### src/design/bitmap_chunk_allocator_defines.svh
// Assertion macros used by the chunk allocator design file.
`ifndef BITMAP_CHUNK_ALLOCATOR_DEFINES_SVH
`define BITMAP_CHUNK_ALLOCATOR_DEFINES_SVH

// Consequent must hold in the same cycle as the antecedent.
`define BCA_ASSERT_NOW(lbl, clk, rst_n, ante, cons, msg) \
    lbl: assert property (@(posedge clk) disable iff (!rst_n) (ante) |-> (cons)) \
        else $error(msg);

// Consequent must hold in the cycle after the antecedent.
`define BCA_ASSERT_NEXT(lbl, clk, rst_n, ante, cons, msg) \
    lbl: assert property (@(posedge clk) disable iff (!rst_n) (ante) |=> (cons)) \
        else $error(msg);

`endif

### src/design/bca_pkg.sv
// Types and constants shared by the bitmap chunk allocator.
package bca_pkg;

    localparam int SIZE_W    = 17;
    localparam int COUNT_W   = 11;
    localparam int ADDR_W    = 32;
    localparam int CIDX_W    = 10;
    localparam int CFG_IDX_W = 2;

    typedef logic [CFG_IDX_W-1:0] t_cfg_idx;
    localparam t_cfg_idx CFG_CHUNK_SIZE   = 2'd0;
    localparam t_cfg_idx CFG_CHUNK_COUNT  = 2'd1;
    localparam t_cfg_idx CFG_BASE_ADDRESS = 2'd2;

    localparam logic CMD_ALLOC = 1'b0;
    localparam logic CMD_FREE  = 1'b1;

    localparam logic [SIZE_W-1:0]  RST_CHUNK_SIZE   = 17'd64;
    localparam logic [COUNT_W-1:0] RST_CHUNK_COUNT  = 11'd1024;
    localparam logic [ADDR_W-1:0]  RST_BASE_ADDRESS = 32'd0;

    typedef enum logic [1:0] {
        ST_ALLOCATED = 2'd0,
        ST_FULL      = 2'd1,
        ST_FREED     = 2'd2,
        ST_IGNORED   = 2'd3
    } t_status;

    typedef enum logic [3:0] {
        S_CLEAR,
        S_IDLE,
        S_ALLOC_SCAN,
        S_ALLOC_MUL,
        S_ALLOC_ADDR,
        S_FREE_CHECK,
        S_FREE_LIMIT,
        S_FREE_DIV_IDX,
        S_FREE_READ,
        S_OUT
    } t_state;

endpackage

### src/design/bitmap_chunk_allocator.sv
// Allocate: a first-fit scan of the bitmap (the scan reads one word a cycle), then
// S_ALLOC_MUL and S_ALLOC_ADDR form the address; a full pool is reported from the scan.
// Free: after the range checks, a shift-subtract divider takes one quotient bit a cycle
// to find the chunk index, then clears its bitmap bit; an out-of-range free is refused.
// One request is in flight at a time; the next is taken once the result has been taken.
// Reset (synchronous, active low) restores the control and config registers, then clears
// the bitmap memory, one word a cycle, before accepting requests.
`include "bitmap_chunk_allocator_defines.svh"

module bitmap_chunk_allocator
    import bca_pkg::*;
#(
    parameter int MAX_CHUNKS    = 1024,
    parameter int BITS_PER_WORD = 32
) (
    input  logic                 i_clk,
    input  logic                 i_rst_n,
    // configuration writes
    input  logic                 i_cfg_valid,
    output logic                 o_cfg_ready,
    input  logic [CFG_IDX_W-1:0] i_cfg_index,
    input  logic [ADDR_W-1:0]    i_cfg_data,
    // requests
    input  logic                 i_valid,
    output logic                 o_ready,
    input  logic                 i_cmd,
    input  logic [ADDR_W-1:0]    i_free_address,
    // results
    output logic                 o_valid,
    input  logic                 i_ready,
    output logic [1:0]           o_status,
    output logic [ADDR_W-1:0]    o_chunk_address,
    output logic [CIDX_W-1:0]    o_chunk_index
);

    localparam int IDX_W     = $clog2(MAX_CHUNKS);
    localparam int CNT_W     = $clog2(MAX_CHUNKS + 1);
    localparam int EXT_W     = (CNT_W > COUNT_W) ? CNT_W : COUNT_W;
    localparam int MAP_WORDS = (MAX_CHUNKS + BITS_PER_WORD - 1) / BITS_PER_WORD;
    localparam int AW        = (MAP_WORDS > 1) ? $clog2(MAP_WORDS) : 1;
    localparam int BIT_W     = $clog2(BITS_PER_WORD);
    localparam int PROD_W    = IDX_W + SIZE_W;
    localparam int DIV_W     = SIZE_W + IDX_W;
    localparam int CMP_W     = (DIV_W > ADDR_W) ? DIV_W : ADDR_W;
    localparam int STEP_W    = $clog2(IDX_W);
    localparam logic [BITS_PER_WORD-1:0] BIT_ONE = BITS_PER_WORD'(1);

    // control state
    t_state              r_state, n_state;
    logic [AW-1:0]       r_word;
    logic [SIZE_W-1:0]   r_chunk_size;
    logic [COUNT_W-1:0]  r_chunk_count;
    logic [ADDR_W-1:0]   r_base_address;

    // datapath registers
    logic [CNT_W-1:0]    r_wbase;
    logic [IDX_W-1:0]    r_idx;
    logic [ADDR_W-1:0]   r_faddr;
    logic [PROD_W-1:0]   r_prod;
    logic [CMP_W-1:0]    r_rem;
    logic [DIV_W-1:0]    r_div;
    logic [IDX_W-1:0]    r_quo;
    logic [STEP_W-1:0]   r_step;
    logic [BIT_W-1:0]    r_bit;
    t_status             r_status;
    logic [ADDR_W-1:0]   r_caddr;
    logic [CIDX_W-1:0]   r_cidx;

    // bitmap memory
    logic                     ram_we;
    logic [AW-1:0]            ram_waddr;
    logic [BITS_PER_WORD-1:0] ram_wdata;
    logic                     ram_re;
    logic [AW-1:0]            ram_raddr;
    logic [BITS_PER_WORD-1:0] ram_rdata;

    logic [SIZE_W-1:0]        eff_size;
    logic [EXT_W-1:0]         count_ext;
    logic [CNT_W-1:0]         eff_count;
    logic                     count_zero;
    logic [IDX_W-1:0]         count_m1;
    logic [IDX_W-1:0]         mul_a;
    logic [PROD_W-1:0]        mul_p;
    logic                     accept;
    logic                     clear_last;

    logic [CNT_W-1:0]         scan_rem;
    logic                     scan_end;
    logic [BITS_PER_WORD-1:0] lane_ok;
    logic [BITS_PER_WORD-1:0] free_mask;
    logic [BIT_W-1:0]         fbit;
    logic                     scan_found;
    logic [CNT_W:0]           wbase_sum;
    logic                     more_words;
    logic                     scan_full;
    logic [IDX_W-1:0]         found_idx;

    logic                     div_ge;
    logic [CMP_W-1:0]         rem_next;
    logic [IDX_W-1:0]         quo_next;
    logic                     step_last;
    logic [IDX_W+CIDX_W-1:0]  idx_wide;

    bca_ram #(
        .WIDTH (BITS_PER_WORD),
        .DEPTH (MAP_WORDS)
    ) u_map (
        .i_clk   (i_clk),
        .i_we    (ram_we),
        .i_waddr (ram_waddr),
        .i_wdata (ram_wdata),
        .i_re    (ram_re),
        .i_raddr (ram_raddr),
        .o_rdata (ram_rdata)
    );

    // Effective register values: a zero size acts as one, the count saturates.
    assign eff_size   = (r_chunk_size == '0) ? SIZE_W'(1) : r_chunk_size;
    assign count_ext  = EXT_W'(r_chunk_count);
    assign eff_count  = (count_ext > EXT_W'(MAX_CHUNKS)) ? CNT_W'(MAX_CHUNKS)
                                                         : CNT_W'(count_ext);
    assign count_zero = (eff_count == '0);
    assign count_m1   = IDX_W'(eff_count - CNT_W'(1));

    // The one multiplier serves the allocated address and the free limit.
    assign mul_a = (r_state == S_FREE_CHECK) ? count_m1 : r_idx;
    assign mul_p = PROD_W'(mul_a) * PROD_W'(eff_size);

    assign accept     = i_valid && o_ready;
    assign clear_last = (r_word == AW'(MAP_WORDS - 1));

    // First-fit search over the word that has just been read.
    assign scan_end = (r_wbase >= eff_count);
    assign scan_rem = eff_count - r_wbase;

    always_comb begin
        for (int b = 0; b < BITS_PER_WORD; b++) begin
            lane_ok[b] = (CNT_W'(b) < scan_rem) && !scan_end;
        end
    end

    assign free_mask = ~ram_rdata & lane_ok;

    always_comb begin
        fbit = '0;
        for (int b = BITS_PER_WORD - 1; b >= 0; b--) begin
            if (free_mask[b]) begin
                fbit = BIT_W'(b);
            end
        end
    end

    assign scan_found = |free_mask;
    assign wbase_sum  = {1'b0, r_wbase} + (CNT_W + 1)'(BITS_PER_WORD);
    assign more_words = (wbase_sum < {1'b0, eff_count});
    assign scan_full  = scan_end || (!scan_found && !more_words);
    assign found_idx  = IDX_W'(r_wbase + CNT_W'(fbit));

    // Shift-subtract divider step for the chunk index of a free.
    assign div_ge    = (r_rem >= CMP_W'(r_div));
    assign rem_next  = div_ge ? (r_rem - CMP_W'(r_div)) : r_rem;
    assign quo_next  = {r_quo[IDX_W-2:0], div_ge};
    assign step_last = (r_step == '0);

    assign idx_wide = {CIDX_W'(0), r_idx};

    // Next state
    always_comb begin
        n_state = r_state;
        unique case (r_state)
            S_CLEAR: begin
                if (clear_last) n_state = S_IDLE;
            end
            S_IDLE: begin
                if (i_valid) begin
                    n_state = (i_cmd == CMD_ALLOC) ? S_ALLOC_SCAN : S_FREE_CHECK;
                end
            end
            S_ALLOC_SCAN: begin
                priority if (scan_full) n_state = S_OUT;
                else if (scan_found) n_state = S_ALLOC_MUL;
            end
            S_ALLOC_MUL:  n_state = S_ALLOC_ADDR;
            S_ALLOC_ADDR: n_state = S_OUT;
            S_FREE_CHECK: begin
                n_state = (count_zero || (r_faddr < r_base_address)) ? S_OUT
                                                                      : S_FREE_LIMIT;
            end
            S_FREE_LIMIT: begin
                n_state = (r_rem > CMP_W'(r_prod)) ? S_OUT : S_FREE_DIV_IDX;
            end
            S_FREE_DIV_IDX: begin
                if (step_last) n_state = S_FREE_READ;
            end
            S_FREE_READ: n_state = S_OUT;
            S_OUT: begin
                if (i_ready) n_state = S_IDLE;
            end
            default: n_state = S_IDLE;
        endcase
    end

    // Handshake and memory controls
    always_comb begin
        o_ready   = 1'b0;
        o_valid   = 1'b0;
        ram_we    = 1'b0;
        ram_waddr = r_word;
        ram_wdata = '0;
        ram_re    = 1'b0;
        ram_raddr = '0;
        unique case (r_state)
            S_CLEAR: begin
                ram_we = 1'b1;
            end
            S_IDLE: begin
                o_ready = 1'b1;
                ram_re  = i_valid && (i_cmd == CMD_ALLOC);
            end
            S_ALLOC_SCAN: begin
                ram_we    = scan_found && !scan_end;
                ram_wdata = ram_rdata | (BIT_ONE << fbit);
                ram_re    = !scan_found && more_words;
                ram_raddr = r_word + AW'(1);
            end
            S_FREE_DIV_IDX: begin
                // The word width is a power of two, so the upper index bits pick the word.
                ram_re    = step_last;
                ram_raddr = AW'(quo_next >> BIT_W);
            end
            S_FREE_READ: begin
                ram_we    = 1'b1;
                ram_wdata = ram_rdata & ~(BIT_ONE << r_bit);
            end
            S_OUT: begin
                o_valid = 1'b1;
            end
            S_ALLOC_MUL, S_ALLOC_ADDR, S_FREE_CHECK, S_FREE_LIMIT: begin
            end
            default: begin
            end
        endcase
    end

    assign o_cfg_ready = 1'b1;

    always_ff @(posedge i_clk) begin
        if (!i_rst_n) begin
            r_state        <= S_CLEAR;
            r_word         <= '0;
            r_chunk_size   <= RST_CHUNK_SIZE;
            r_chunk_count  <= RST_CHUNK_COUNT;
            r_base_address <= RST_BASE_ADDRESS;
        end else begin
            r_state <= n_state;
            if (i_cfg_valid) begin
                unique case (i_cfg_index)
                    CFG_CHUNK_SIZE:   r_chunk_size   <= i_cfg_data[SIZE_W-1:0];
                    CFG_CHUNK_COUNT:  r_chunk_count  <= i_cfg_data[COUNT_W-1:0];
                    CFG_BASE_ADDRESS: r_base_address <= i_cfg_data;
                    default: begin
                    end
                endcase
            end
            unique case (r_state)
                S_CLEAR: r_word <= r_word + AW'(1);
                S_IDLE: begin
                    if (accept) r_word <= '0;
                end
                S_ALLOC_SCAN: begin
                    if (!scan_found && more_words) r_word <= r_word + AW'(1);
                end
                S_FREE_DIV_IDX: begin
                    if (step_last) r_word <= AW'(quo_next >> BIT_W);
                end
                default: begin
                end
            endcase
        end
    end

    always_ff @(posedge i_clk) begin
        unique case (r_state)
            S_IDLE: begin
                r_wbase <= '0;
                r_faddr <= i_free_address;
            end
            S_ALLOC_SCAN: begin
                priority if (scan_full) begin
                    r_status <= ST_FULL;
                    r_caddr  <= '0;
                    r_cidx   <= '0;
                end else if (scan_found) begin
                    r_idx <= found_idx;
                end else begin
                    r_wbase <= CNT_W'(wbase_sum);
                end
            end
            S_ALLOC_MUL: begin
                r_prod <= mul_p;
            end
            S_ALLOC_ADDR: begin
                r_status <= ST_ALLOCATED;
                r_caddr  <= r_base_address + ADDR_W'(r_prod);
                r_cidx   <= idx_wide[CIDX_W-1:0];
            end
            S_FREE_CHECK: begin
                r_status <= ST_IGNORED;
                r_caddr  <= '0;
                r_cidx   <= '0;
                r_rem    <= CMP_W'(r_faddr - r_base_address);
                r_prod   <= mul_p;
            end
            S_FREE_LIMIT: begin
                r_div  <= DIV_W'(eff_size) << (IDX_W - 1);
                r_quo  <= '0;
                r_step <= STEP_W'(IDX_W - 1);
            end
            S_FREE_DIV_IDX: begin
                r_rem  <= rem_next;
                r_quo  <= quo_next;
                r_div  <= r_div >> 1;
                r_step <= r_step - STEP_W'(1);
                if (step_last) begin
                    // Chunk index found; its low bits select the bit within the word.
                    r_idx <= quo_next;
                    r_bit <= BIT_W'(quo_next);
                end
            end
            S_FREE_READ: begin
                r_status <= ST_FREED;
                r_caddr  <= '0;
                r_cidx   <= idx_wide[CIDX_W-1:0];
            end
            default: begin
            end
        endcase
    end

    assign o_status        = r_status;
    assign o_chunk_address = r_caddr;
    assign o_chunk_index   = r_cidx;

    `BCA_ASSERT_NOW(a_one_request_at_a_time, i_clk, i_rst_n, o_ready, !o_valid, "request taken while a result is pending")
    `BCA_ASSERT_NEXT(a_busy_after_accept, i_clk, i_rst_n, i_valid && o_ready, !o_ready, "second request taken before the first finished")
    `BCA_ASSERT_NOW(a_alloc_in_range, i_clk, i_rst_n, o_valid && (r_status == ST_ALLOCATED), r_idx < eff_count, "allocated chunk lies beyond the chunk count")
    `BCA_ASSERT_NOW(a_no_write_when_quiet, i_clk, i_rst_n, (r_state == S_IDLE) || (r_state == S_OUT), !ram_we, "bitmap written outside a request")

endmodule

### src/design/bca_ram.sv
// Generic single write port, single read port RAM with registered read data.
module bca_ram #(
    parameter int WIDTH = 32,
    parameter int DEPTH = 32,
    localparam int AW = (DEPTH > 1) ? $clog2(DEPTH) : 1
) (
    input  logic             i_clk,
    input  logic             i_we,
    input  logic [AW-1:0]    i_waddr,
    input  logic [WIDTH-1:0] i_wdata,
    input  logic             i_re,
    input  logic [AW-1:0]    i_raddr,
    output logic [WIDTH-1:0] o_rdata
);

    logic [WIDTH-1:0] r_mem [DEPTH];
    logic [WIDTH-1:0] r_rdata;

    always_ff @(posedge i_clk) begin
        if (i_we) begin
            r_mem[i_waddr] <= i_wdata;
        end
        if (i_re) begin
            r_rdata <= r_mem[i_raddr];
        end
    end

    assign o_rdata = r_rdata;

endmodule

### config.mk
export PLATFORM = sky130hd
export DESIGN_NAME = bitmap_chunk_allocator
export DESIGN_NICKNAME = d
export VERILOG_FILES = /design/src/design/bca_pkg.sv /design/src/design/bitmap_chunk_allocator.sv /design/src/design/bca_ram.sv
export VERILOG_INCLUDE_DIRS = /design/src /design/src/design
export SDC_FILE = /design/constraint.sdc
export NUM_CORES = 2
export LEC_CHECK = 0
export ABC_CLOCK_PERIOD_IN_PS = 7020
export BUFFER_PORTS_ARGS = -buffer_cell sky130_fd_sc_hd__buf_2
export CAP_MARGIN = 0
export CORE_ASPECT_RATIO = 2
export CORE_MARGIN = 2
export CORE_UTILIZATION = 35
export CTS_BUF_LIST = sky130_fd_sc_hd__clkbuf_8 sky130_fd_sc_hd__clkbuf_16
export DETAILED_ROUTE_END_ITERATION = 16
export SETUP_SLACK_MARGIN = 0.5
export SLEW_MARGIN = 20
export SYNTH_ARGS = -nofsm -noshare
export SYNTH_HDL_FRONTEND = slang
export SYNTH_SLANG_ARGS = --single-unit
### constraint.sdc
create_clock -name i_clk -period 7.02 [get_ports i_clk]
set_clock_uncertainty 0.15 [all_clocks]
set_input_delay 1.404 -clock i_clk [delete_from_list [all_inputs] [get_ports i_clk]]
set_output_delay 1.404 -clock i_clk [all_outputs]
set_load 0.02 [all_outputs]
==> results by group <==
Placed design
  – Placed cells: 7613
  – Gp weighted congestion: 0.929
  – DP HPWL: 113000 um
  – I/O Buffers: 117
  – Placed Area: 0.0687 sq mm

Die
  – Core area: 0.184 sq mm
  – Top-Level Pins: 119
  – Die height: 611 um
  – Die Area: 0.188 sq mm
  – Die W: 308 um
  – Num rows: 223
  – Initial cell density of the core: 0.351

Pwr
  – Static leakage: 25.7 nW
  – Worst vdd ir: 0.282 mV
  – Clk pwr share: 0.413
  – Comb power frac: 0.076
  – Sequential share of power: 0.512
  – Cell Pwr Density: 233 mW/mm^2
  – Switching part of the total power: 0.233
  – Internal Power: 13.2 mW
  – Switching pwr: 4.02 mW
  – Pwr Total: 17.2 mW

Final layout
  – Final Non-Filler Cells: 7900
  – Fraction of layout cells with a size suffix above 1: 0.130
  – Layout Utilization: 0.402
  – Final nets: 5813
  – Fillers: 17100
  – Synth-to-Final Area Change: 14.5%
  – Post-route design area: 0.0739 sq mm

Synthesis
  – Syn Area/Cell: 12.3 sq um
  – Synth top cells by count: edfxtp_1, nand2_1, a211oi_1
  – FFs w/ async S/R, synth: 0
  – Post-synth top area share: 0.582
  – Warnings, synthesis: 0
  – EDFF count, synth: 1251
  – Most frequent cell after synthesis: edfxtp_1
  – Ys flop type: edfxtp_1
  – Synthesized flop and latch total: 1320
  – Synth cell types: 93
  – Post-synth top area cell: edfxtp_1
  – Seq/Total Area, Yosys: 0.603
  – Cell area after synthesis: 0.0646 sq mm
  – Synth area leaders: edfxtp_1, a211oi_1, ha_1
  – Mapped Cells: 5263
  – Syn_nets: 5652

Route
  – Uppermost routed layer: met5
  – DR WL/cell: 23.2 um
  – Met3 WL post-DR: 11500 um
  – DRC viols: 0
  – Post-route ant nets: 0
  – DR pass1 iterations: 8
  – Detailed Route WL: 183000 um
  – Vias: 43100
  – Met1 Routed Length: 80200 um
  – 1st-iter DRT viols: 3697
  – Total length of routed met2 wires: 85500 um
  – Vias per inst: 5.46

Timing
  – RSZ-0062 raised after global routing: yes
  – Slew @ Worst Pin: 1160 ps
  – Crit share post-route: 0.926
  – Final setup violation count: 0
  – Max_slew headroom: 0.219
  – Max Transition Viols Final: 0
  – Tmin final: 6500 ps
  – Final Hold Vio Count: 0
  – Peak Freq: 0.154 GHz

CTS
  – Worst-path clk slew: 60 ps
  – Max Buffers Root-to-Sink: 3
  – CTS root buffer: clkbuf_16
  – CTS tree: yes
  – Num Clock Sinks: 1320
  – Latest clock arrival within the worst-skew pair: 810 ps
  – TritonCTS buffer count: 132
  – Clock H-tree levels: 4

GRT
  – Initial antenna violation count: 10
  – Vias in the first global route: 41400
  – GRT Util Overall: 0.192
  – First-pass GRT wire length: 271000 um
  – GRT Residual Overflow: 0
  – Largest net degree at the start of global routing: 157

Setup path
  – Critical path's top delay family: adder cells
  – WP data required: 7410 ps
  – Critical path fanouts, max: 5
  – Worst Setup Path Type: reg -> reg
  – Critical path's largest stage delay: 510 ps
  – WP data arrival: 6890 ps
  – Crit end category: flip-flop
  – CP max-delay cell: fa_1
  – Worst Path Buf+Inv: 6
  – Setup crit start kind: flip-flop

Job
  – Max-cap violation count: 0

Min path
  – Worst Hold Class: reg -> reg

Status
  – Status: finished, final reports clean
==> per-stage QoR <==
stage | TNS, ps | setup WS [ps] | hold WS, ps
after detailed placement | -22.9 | -20.2 | 292
final | 0 | 520 | 311
after global placement | 0 | 27.0 | 289
after global routing | 0 | 346 | 315
after CTS | 0 | 504 | 310
after floorplan | 0 | 508 | 267
==> logic make-up after synthesis <==
family | count (synthesis) | synth area share
XOR/XNOR | 106 | 0.0144
AND/OR/NAND/NOR | 1419 | 0.108
AO/OA/AOI/OAI | 1404 | 0.145
adder cells (fa/ha/maj) | 317 | 0.0755
flip-flops | 1320 | 0.603
buffers and inverters | 564 | 0.0335
other | 1 | 0.0000581
multiplexers | 132 | 0.0205
==> layer usage <==
metal / up-vias / GRT usage
met3: 298 / 0.0272
li1: 19900 / -
met4: 8 / 0.0674
met1: 21400 / 0.265
met5: - / 0
met2: 1484 / 0.308
==> cells in the final DEF (no fill, tap or decap), types with 13 or more instances in the layout <==
cell,n
nand2_1,602
xnor2_1,69
dfxtp_1,65
and3_1,17
clkbuf_16,134
or3_1,19
edfxtp_1,1251
inv_1,263
nor3_1,47
nor3b_1,14
nand4_1,13
nor2_1,143
nor2b_1,178
and3_2,14
o21ai_0,126
a21oi_1,307
and3_4,19
o21bai_1,16
nand2b_1,25
and2_1,203
a21o_1,88
nand3_1,40
ha_1,186
o21a_1,31
a31oi_1,159
o21ai_2,25
a211oi_1,493
fa_1,118
mux2i_1,132
clkinv_1,25
buf_4,194
clkinv_2,27
buf_2,119
xor2_1,35
==> what timing repair did <==
action	CTS	global route
pin swaps	29	53
gates cloned	1	2
hold buffers	0	0
resized for setup	38	69
endpoints found under the setup margin	9	288
setup buffers	19	17
==> worst min-delay path: cells and delay by family (launching register included) <==
family	cells	cell delay, ps
DFF	1	310
and+or+nand+nor	1	50
AOI/OAI and AO/OA	1	50
==> final cells by class <==
cell class,instances,area (sq um),area share
timing repair buffer,338,2450,0.0331
tap,2362,2960,0.0400
multi-input combinational,3380,24200,0.327
sequential,1320,39000,0.527
clock inverter,103,971,0.0131
clock buffer,139,3420,0.0463
antenna,6,15.0,0.000203
inverter,252,946,0.0128
==> state kept, by name, summed over array words and instances (netlist names) <==
signal	cells
count_ext	11
o_chunk_address	32
o_chunk_index	10
o_status	2
r_base_address	32
r_bit	5
r_chunk_size	17
r_div	26
r_faddr	32
r_idx	10
r_prod	27
r_quo	9
r_rem	32
r_state	4
r_step	4
r_wbase	6
r_word	5
u_map.o_rdata	32
u_map.r_mem	1024
==> worst paths after layout <==
path / cells after the start / end / slack (ps) / from
max: 30 / r_prod[25] / 520 / count_ext[1]
min reg2reg: 2 / r_chunk_size[0] / 310 / r_chunk_size[0]
max reg2reg: 30 / r_prod[25] / 520 / count_ext[1]
min: 2 / r_chunk_size[0] / 310 / r_chunk_size[0]
==> power groups by stage <==
stage | registers (mW) | clock network [mW] | logic (mW)
final | 8.82 | 7.12 | 1.30
after global routing | 8.83 | 7.53 | 1.43
after CTS | 8.82 | 7.25 | 1.27
after detailed placement | 8.98 | 0 | 1.25
after global placement | 8.98 | 0 | 1.25
after floorplan | 8.96 | 0 | 0.818
Power figures use the tool's default switching activity.
